**src/lnd_pkg.sv**
```systemverilog
// shared types, constants and fixed-point helpers of the landau stencil update
package lnd_pkg;

    localparam int DATA_W   = 32;
    localparam int STEN_W   = 37;
    localparam int PROD_W   = 2 * STEN_W;
    localparam int WIDE_W   = 80;
    localparam int CFG_IDX_W = 3;
    localparam int LAST_STEP = 24;
    localparam int LAST_READ = 8;

    // register indexes of the configuration port
    localparam logic [CFG_IDX_W-1:0] REG_ALPHA     = 3'd0;
    localparam logic [CFG_IDX_W-1:0] REG_STEP_SIZE = 3'd1;
    localparam logic [CFG_IDX_W-1:0] REG_RK_KEEP   = 3'd2;
    localparam logic [CFG_IDX_W-1:0] REG_RK_SLOPE  = 3'd3;
    localparam logic [CFG_IDX_W-1:0] REG_RK_STAGE  = 3'd4;
    localparam logic [CFG_IDX_W-1:0] REG_INV_DX    = 3'd5;
    localparam logic [CFG_IDX_W-1:0] REG_INV_DV    = 3'd6;

    typedef enum logic [2:0] {
        ST_IDLE,
        ST_READ,
        ST_STEN,
        ST_MUL,
        ST_WB,
        ST_DONE
    } t_state;

    // saturate a wide signed value to 32 bits
    function automatic logic signed [DATA_W-1:0] sat32(input logic signed [WIDE_W-1:0] v);
        logic signed [WIDE_W-1:0] hi;
        logic signed [WIDE_W-1:0] lo;
        hi = WIDE_W'(64'sd2147483647);
        lo = WIDE_W'(-64'sd2147483648);
        if (v > hi) begin
            sat32 = 32'sh7fffffff;
        end else if (v < lo) begin
            sat32 = 32'sh80000000;
        end else begin
            sat32 = v[DATA_W-1:0];
        end
    endfunction

    // (a + b) mod 5 for a, b below 5
    function automatic logic [2:0] mod5add(input logic [2:0] a, input logic [2:0] b);
        logic [3:0] s;
        s = 4'(a) + 4'(b);
        mod5add = (s >= 4'd5) ? 3'(s - 4'd5) : s[2:0];
    endfunction

    // fourth-order central difference numerator
    function automatic logic signed [STEN_W-1:0] sten(
        input logic signed [DATA_W-1:0] m2,
        input logic signed [DATA_W-1:0] m1,
        input logic signed [DATA_W-1:0] p1,
        input logic signed [DATA_W-1:0] p2
    );
        logic signed [STEN_W-1:0] d1;
        logic signed [STEN_W-1:0] d2;
        d1 = STEN_W'(p1) - STEN_W'(m1);
        d2 = STEN_W'(p2) - STEN_W'(m2);
        sten = (d1 <<< 3) - d2;
    endfunction

endpackage

```
**src/lnd_qmul.sv**
```systemverilog
// registered signed multiplier with floor shift by 16 and 32-bit saturation
module lnd_qmul (
    input  logic                          i_clk,
    input  logic                          i_en,
    input  logic signed [lnd_pkg::STEN_W-1:0] i_a,
    input  logic signed [lnd_pkg::STEN_W-1:0] i_b,
    output logic signed [lnd_pkg::DATA_W-1:0] o_q
);
    import lnd_pkg::*;

    logic signed [PROD_W-1:0] r_prod;
    logic signed [PROD_W-1:0] w_shift;

    // product register
    always_ff @(posedge i_clk) begin
        if (i_en) begin
            r_prod <= i_a * i_b;
        end
    end

    // arithmetic shift rounds toward minus infinity
    assign w_shift = r_prod >>> 16;
    assign o_q     = sat32(WIDE_W'(w_shift));
endmodule

```
**config.mk**
```make
export PLATFORM = sky130hd
export DESIGN_NAME = lnd_qmul
export DESIGN_NICKNAME = d
export VERILOG_FILES = /design/src/lnd_pkg.sv /design/src/lnd_qmul.sv
export SDC_FILE = /design/constraint.sdc
export NUM_CORES = 2
export LEC_CHECK = 0
export ABC_AREA = 1
export BUFFER_PORTS_ARGS = -buffer_cell sky130_fd_sc_hd__buf_2
export CAP_MARGIN = 20
export CORE_ASPECT_RATIO = 0.5
export CORE_UTILIZATION = 30
export DETAILED_ROUTE_END_ITERATION = 12
export GPL_TIMING_DRIVEN = 0
export HOLD_SLACK_MARGIN = 0.06
export PLACE_DENSITY = 0.44
export SETUP_SLACK_MARGIN = 0.05
export SLEW_MARGIN = 20
export SYNTH_ARGS = -nofsm -noshare
export SYNTH_HDL_FRONTEND = slang
export SYNTH_SLANG_ARGS = --single-unit
```
**constraint.sdc**
```tcl
create_clock -name i_clk -period 9.8 [get_ports i_clk]
set_input_delay 1.96 -clock i_clk [delete_from_list [all_inputs] [get_ports i_clk]]
set_output_delay 1.96 -clock i_clk [all_outputs]
set_load 0.02 [all_outputs]
```
=== After elaboration in Yosys (flattened, before gate mapping) ===
Index checks and enable logic that the tools add are counted.

* Register bits: 74
* Output and inout port bits: 32
* Logic and storage cells: 6

* Multiply operators: 1
* Magnitude comparators: 2
* Muxes and demuxes: 2

{| class="wikitable"
|+ Operators with widths
! kind !! number
|-
| 37-bit by 37-bit multiplier with 74-bit output || 1
|-
| 32-bit 2-to-1 mux || 2
|-
| 58-bit by 32-bit > comparator with 1-bit output (second input constant) || 1
|-
| 58-bit by 32-bit < comparator with 1-bit output (second input constant) || 1
|}

=== Longest topological paths before layout ===
* Depth after elaboration: 3
* Mapped depth: 33
* Mapped depth without buffers: 31

=== Worst setup path before layout ===
OpenSTA, ideal clock, no wires.

* Path type: input to register
* From: in i_a[36] in the netlist's numbering
* To: reg r_prod[67] (data pin)
* Setup time: 0.252 ns
* Arrival: 9.271 ns
* Required time: 9.548 ns
* Slack: 0.277 ns
* Stages on the path: 28
* Path buffers: 2
* Cells stage by stage: clkbuf_1 > buf_1 > nand2_1 > inv_1 > fa_1 > fa_1 > fa_1 > inv_1 > fa_1 > inv_1 > fa_1 > fa_1 > fa_1 > inv_1 > fa_1 > inv_1 > ha_1 > nand2_1 > nor2_1 > inv_1 > nor2_1 > nand2_1 > nor4_1 > nand2_1 > nand2_1 > nand2_1 > nand3_1 > nand2_1

* Longest elaborated chain between the ends: 1

{| class="wikitable"
|+ RTL lines
! element !! RTL line !! text
|-
| start: declaration || lnd_qmul.sv:5 || <nowiki>input logic signed [lnd_pkg::STEN_W-1:0] i_a,</nowiki>
|-
| 37-bit by 37-bit multiplier with 74-bit output || lnd_qmul.sv:17 || <nowiki>r_prod <= i_a * i_b;</nowiki>
|-
| end signal: assignment || lnd_qmul.sv:17 ||
|-
| end: declaration || lnd_qmul.sv:11 || <nowiki>logic signed [PROD_W-1:0] r_prod;</nowiki>
|}

Every way passes these cells.
A chain may end at the register's enable or synchronous reset.

=== Final worst setup path ===
* From: in i_b[14] in the netlist's numbering
* To: reg r_prod[70] (data pin)

* Longest elaborated chain between the ends: 1

{| class="wikitable"
|+ RTL lines
! element !! RTL line !! text
|-
| start: declaration || lnd_qmul.sv:6 || <nowiki>input logic signed [lnd_pkg::STEN_W-1:0] i_b,</nowiki>
|-
| 37-bit by 37-bit multiplier with 74-bit output || lnd_qmul.sv:17 ||
|}

Every way passes these cells.

==> impl_metrics.tcl <==
set metrics [dict create \
    outcome "complete, no violations" \
    row_count 107 \
    hold_end "r_prod[42]$_DFFE_PP_" \
    synthDistinctLibCells 39 \
    stdcell_count 8809 \
    finalNetCount 8264 \
    largest_reg_flops 58 \
    grt-busiest-layer "met2" \
    mostFrequentLayoutCells "inv_1, nand2_1, fa_1, ha_1, nor2_1" \
    max_freq_ghz 0.1032 \
    cts_made_buffers 9 \
    io_pins 108 \
    cts_hold_buf 0 \
    async_reset_ff_frac 0 \
    setup_viol 0 \
    clock-sinks 58 \
    slew_headroom 0.1446 \
    synth_edf_count 58 \
    vias 42420 \
    synth_nets 8177 \
    hold_viol 0 \
    place_inst 8753 \
    rsz0062_at_grt "yes" \
    ys_warn_count 0 \
    grt_max_degree 59 \
    synth_flop_cell "edfxtp_1" \
    dp_hpwl_mm 202.6 \
    dr.pass1.iters 6 \
    final_common_cell "inv_1" \
    met2_usage 0.4137 \
    cts_tree "done" \
    die_h_um 296.9 \
    hold_start "i_en" \
    ys_seq_area_frac 0.03338 \
    clk_root_buffer_cell "clkbuf_16" \
    syn_area_um2 52180 \
    gr-total-overflow 0 \
    drv_cap 0 \
    area_delta_synth_final_pct 8.711 \
    crit_type "input pin to register" \
    syn_inst 6421 \
    min_path_cells 1 \
    drc 0 \
    vias_per_cell 4.816 \
    hold_class "input pin to register" \
    die_x_um 591.8 \
    drt_iter0_drc 4552 \
    use_met3 0.06466 \
    fp.dieArea_um2 175700 \
    postSynthAreaPerCell_um2 8.126 \
    crit_fanout 10 \
    cts_max_level 3 \
    ys_ff_latch 58 \
    tightest_slew_ns 1.283 \
    endpoint_kind "register" \
    grtUsageMet1 0.3993 \
    post-route-period-util 0.9887 \
    floorplan.initialDensity 0.3043 \
    finalWirelength_mm 237.4 \
    critPathLaunchType "input pin" \
    coreArea_um2 171500 \
    portBuffers 34 \
    ctsLongestPathBuffers 2 \
    cp_data_required_time_ns 9.88 \
    top_register "r_prod" \
    slew_violations 0 \
    cp.arrival_ns 9.77 \
    clkTransAtPathRegs_ns 0.05 \
    post_drt_wl_per_cell_um 26.95 \
    drive_above_1_share 0.07032 \
    grt_pass1_wl_mm 338.6 \
    grt_antenna_before_repair 36 \
    ant_nets 0 \
    fillers 18600 \
    reg.largest.list "r_prod: 58 flops" \
    grt_pass1_vias 44550 \
    gp_congestion 0.9855 \
    grt.total_usage 0.2762 \
    period_minus_slack_ns 9.689 \
]
-- cell type report --
cell class,count,area (µm²),share of cell area
Antenna cell,7,17.52,0.0003088
Buffer,302,1842,0.03247
Clock buffer,11,232.7,0.004103
Clock inverter,5,31.28,0.0005514
Inverter,2032,7640,0.1347
Multi-Input combinational cell,4029,41770,0.7363
Sequential cell,58,1742,0.03070
Tap cell,2289,2864,0.05049
Timing Repair Buffer,76,588.1,0.01037
-- layer usage --
metal  share of wire  vias to the layer above  wire (µm)
met5         0.00079                        -        188
met3            0.11                      281      27180
met4           0.034                       18       7967
li1                -                    17840          -
met1            0.43                    22210     102100
met2            0.42                     2068     100000
-- worst max-delay path by stage --
| stage | startpoint | slack, ns | end | depth (start not counted) |
|---|---|---|---|---|
| 4_1_cts | i_b[8] | 0.02 | r_prod[70]$_DFFE_PP_ | 27 |
| 6_report | i_b[14] | 0.11 | r_prod[70]$_DFFE_PP_ | 24 |
| 2_1_floorplan | i_a[36] | 0.28 | r_prod[67]$_DFFE_PP_ | 28 |
| 5_1_grt | i_b[17] | -0.02 | r_prod[70]$_DFFE_PP_ | 26 |
| 3_5_place_dp | i_a[36] | -2.34 | r_prod[70]$_DFFE_PP_ | 26 |
| 3_3_place_gp | i_a[36] | -2.31 | r_prod[70]$_DFFE_PP_ | 26 |
-- synth_stat cells (3+ instances only) --
cell type / instances / area [µm²]
nor2_2: 7 / 43.79
xor2_1: 32 / 280.3
a21boi_0: 4 / 30.03
nor4_1: 10 / 62.56
nand3_2: 3 / 30.03
a21o_1: 10 / 75.07
edfxtp_1: 58 / 1742
nand4_1: 18 / 112.6
nor3_2: 4 / 40.04
nor3_1: 11 / 55.05
o21bai_1: 9 / 67.56
buf_2: 3 / 15.01
nand2_4: 3 / 33.78
buf_4: 4 / 30.03
buf_1: 143 / 536.8
a21oi_1: 117 / 585.6
o21a_1: 3 / 22.52
o21ai_1: 9 / 45.04
fa_1: 1454 / 29110
or2_2: 8 / 50.05
nand2_2: 15 / 93.84
nor2_1: 219 / 822.0
xnor2_1: 12 / 105.1
inv_2: 18 / 67.56
ha_1: 226 / 2828
nand2_1: 1717 / 6445
o21ai_0: 65 / 325.3
inv_1: 2012 / 7552
clkbuf_1: 152 / 570.6
nand3_1: 63 / 315.3
-- per-stage QoR --
stage | cell area (µm²) | setup TNS (ns) | hold slack, ns | setup slack [ns] | util
6_report | 56730 | 0 | 2.235 | 0.1106 | 0.3308
3_5_place_dp | 55470 | -73.49 | 2.508 | -2.338 | 0.3234
5_1_grt | 56710 | -0.01666 | 2.253 | -0.01666 | 0.3307
4_1_cts | 56460 | 0 | 2.232 | 0.02408 | 0.3292
3_3_place_gp | 55210 | -88.92 | 2.504 | -2.313 | 0.3220
2_1_floorplan | 52180 | 0 | 2.073 | 0.2769 | -
-- worst max-delay path: stages --
cell	delay, ns
buf_2	0.41
buf_4	0.39
nand2_1	0.09
inv_1	0.08
fa_1	0.44
fa_1	0.63
inv_1	0.15
fa_1	0.55
inv_1	0.06
fa_1	0.49
fa_1	0.77
fa_1	0.49
fa_1	0.49
inv_1	0.05
fa_1	0.62
inv_1	0.08
ha_1	0.39
nand2_1	0.11
o21ai_0	0.30
a21oi_1	0.15
o21ai_0	0.50
a21oi_1	0.29
nand4_1	0.16
nand2_1	0.09
-- logic make-up after synthesis --
group,synth area share
adders and majority gates,0.6120
and+or+nand+nor,0.1564
buffers and inverters,0.1683
AOI/OAI and AO/OA,0.02252
DFF,0.03338
xor gates and xnor gates,0.007385
-- what timing repair did --
action,in CTS,in global routing
resized for setup,270,268
endpoints found under the setup margin,52,47
pin swaps,2,6
hold endpoints to repair,0,0
setup buffers,13,20
Power is not shown: default switching activity piles up to over one toggle a cycle in this logic, so the estimate is an artifact.
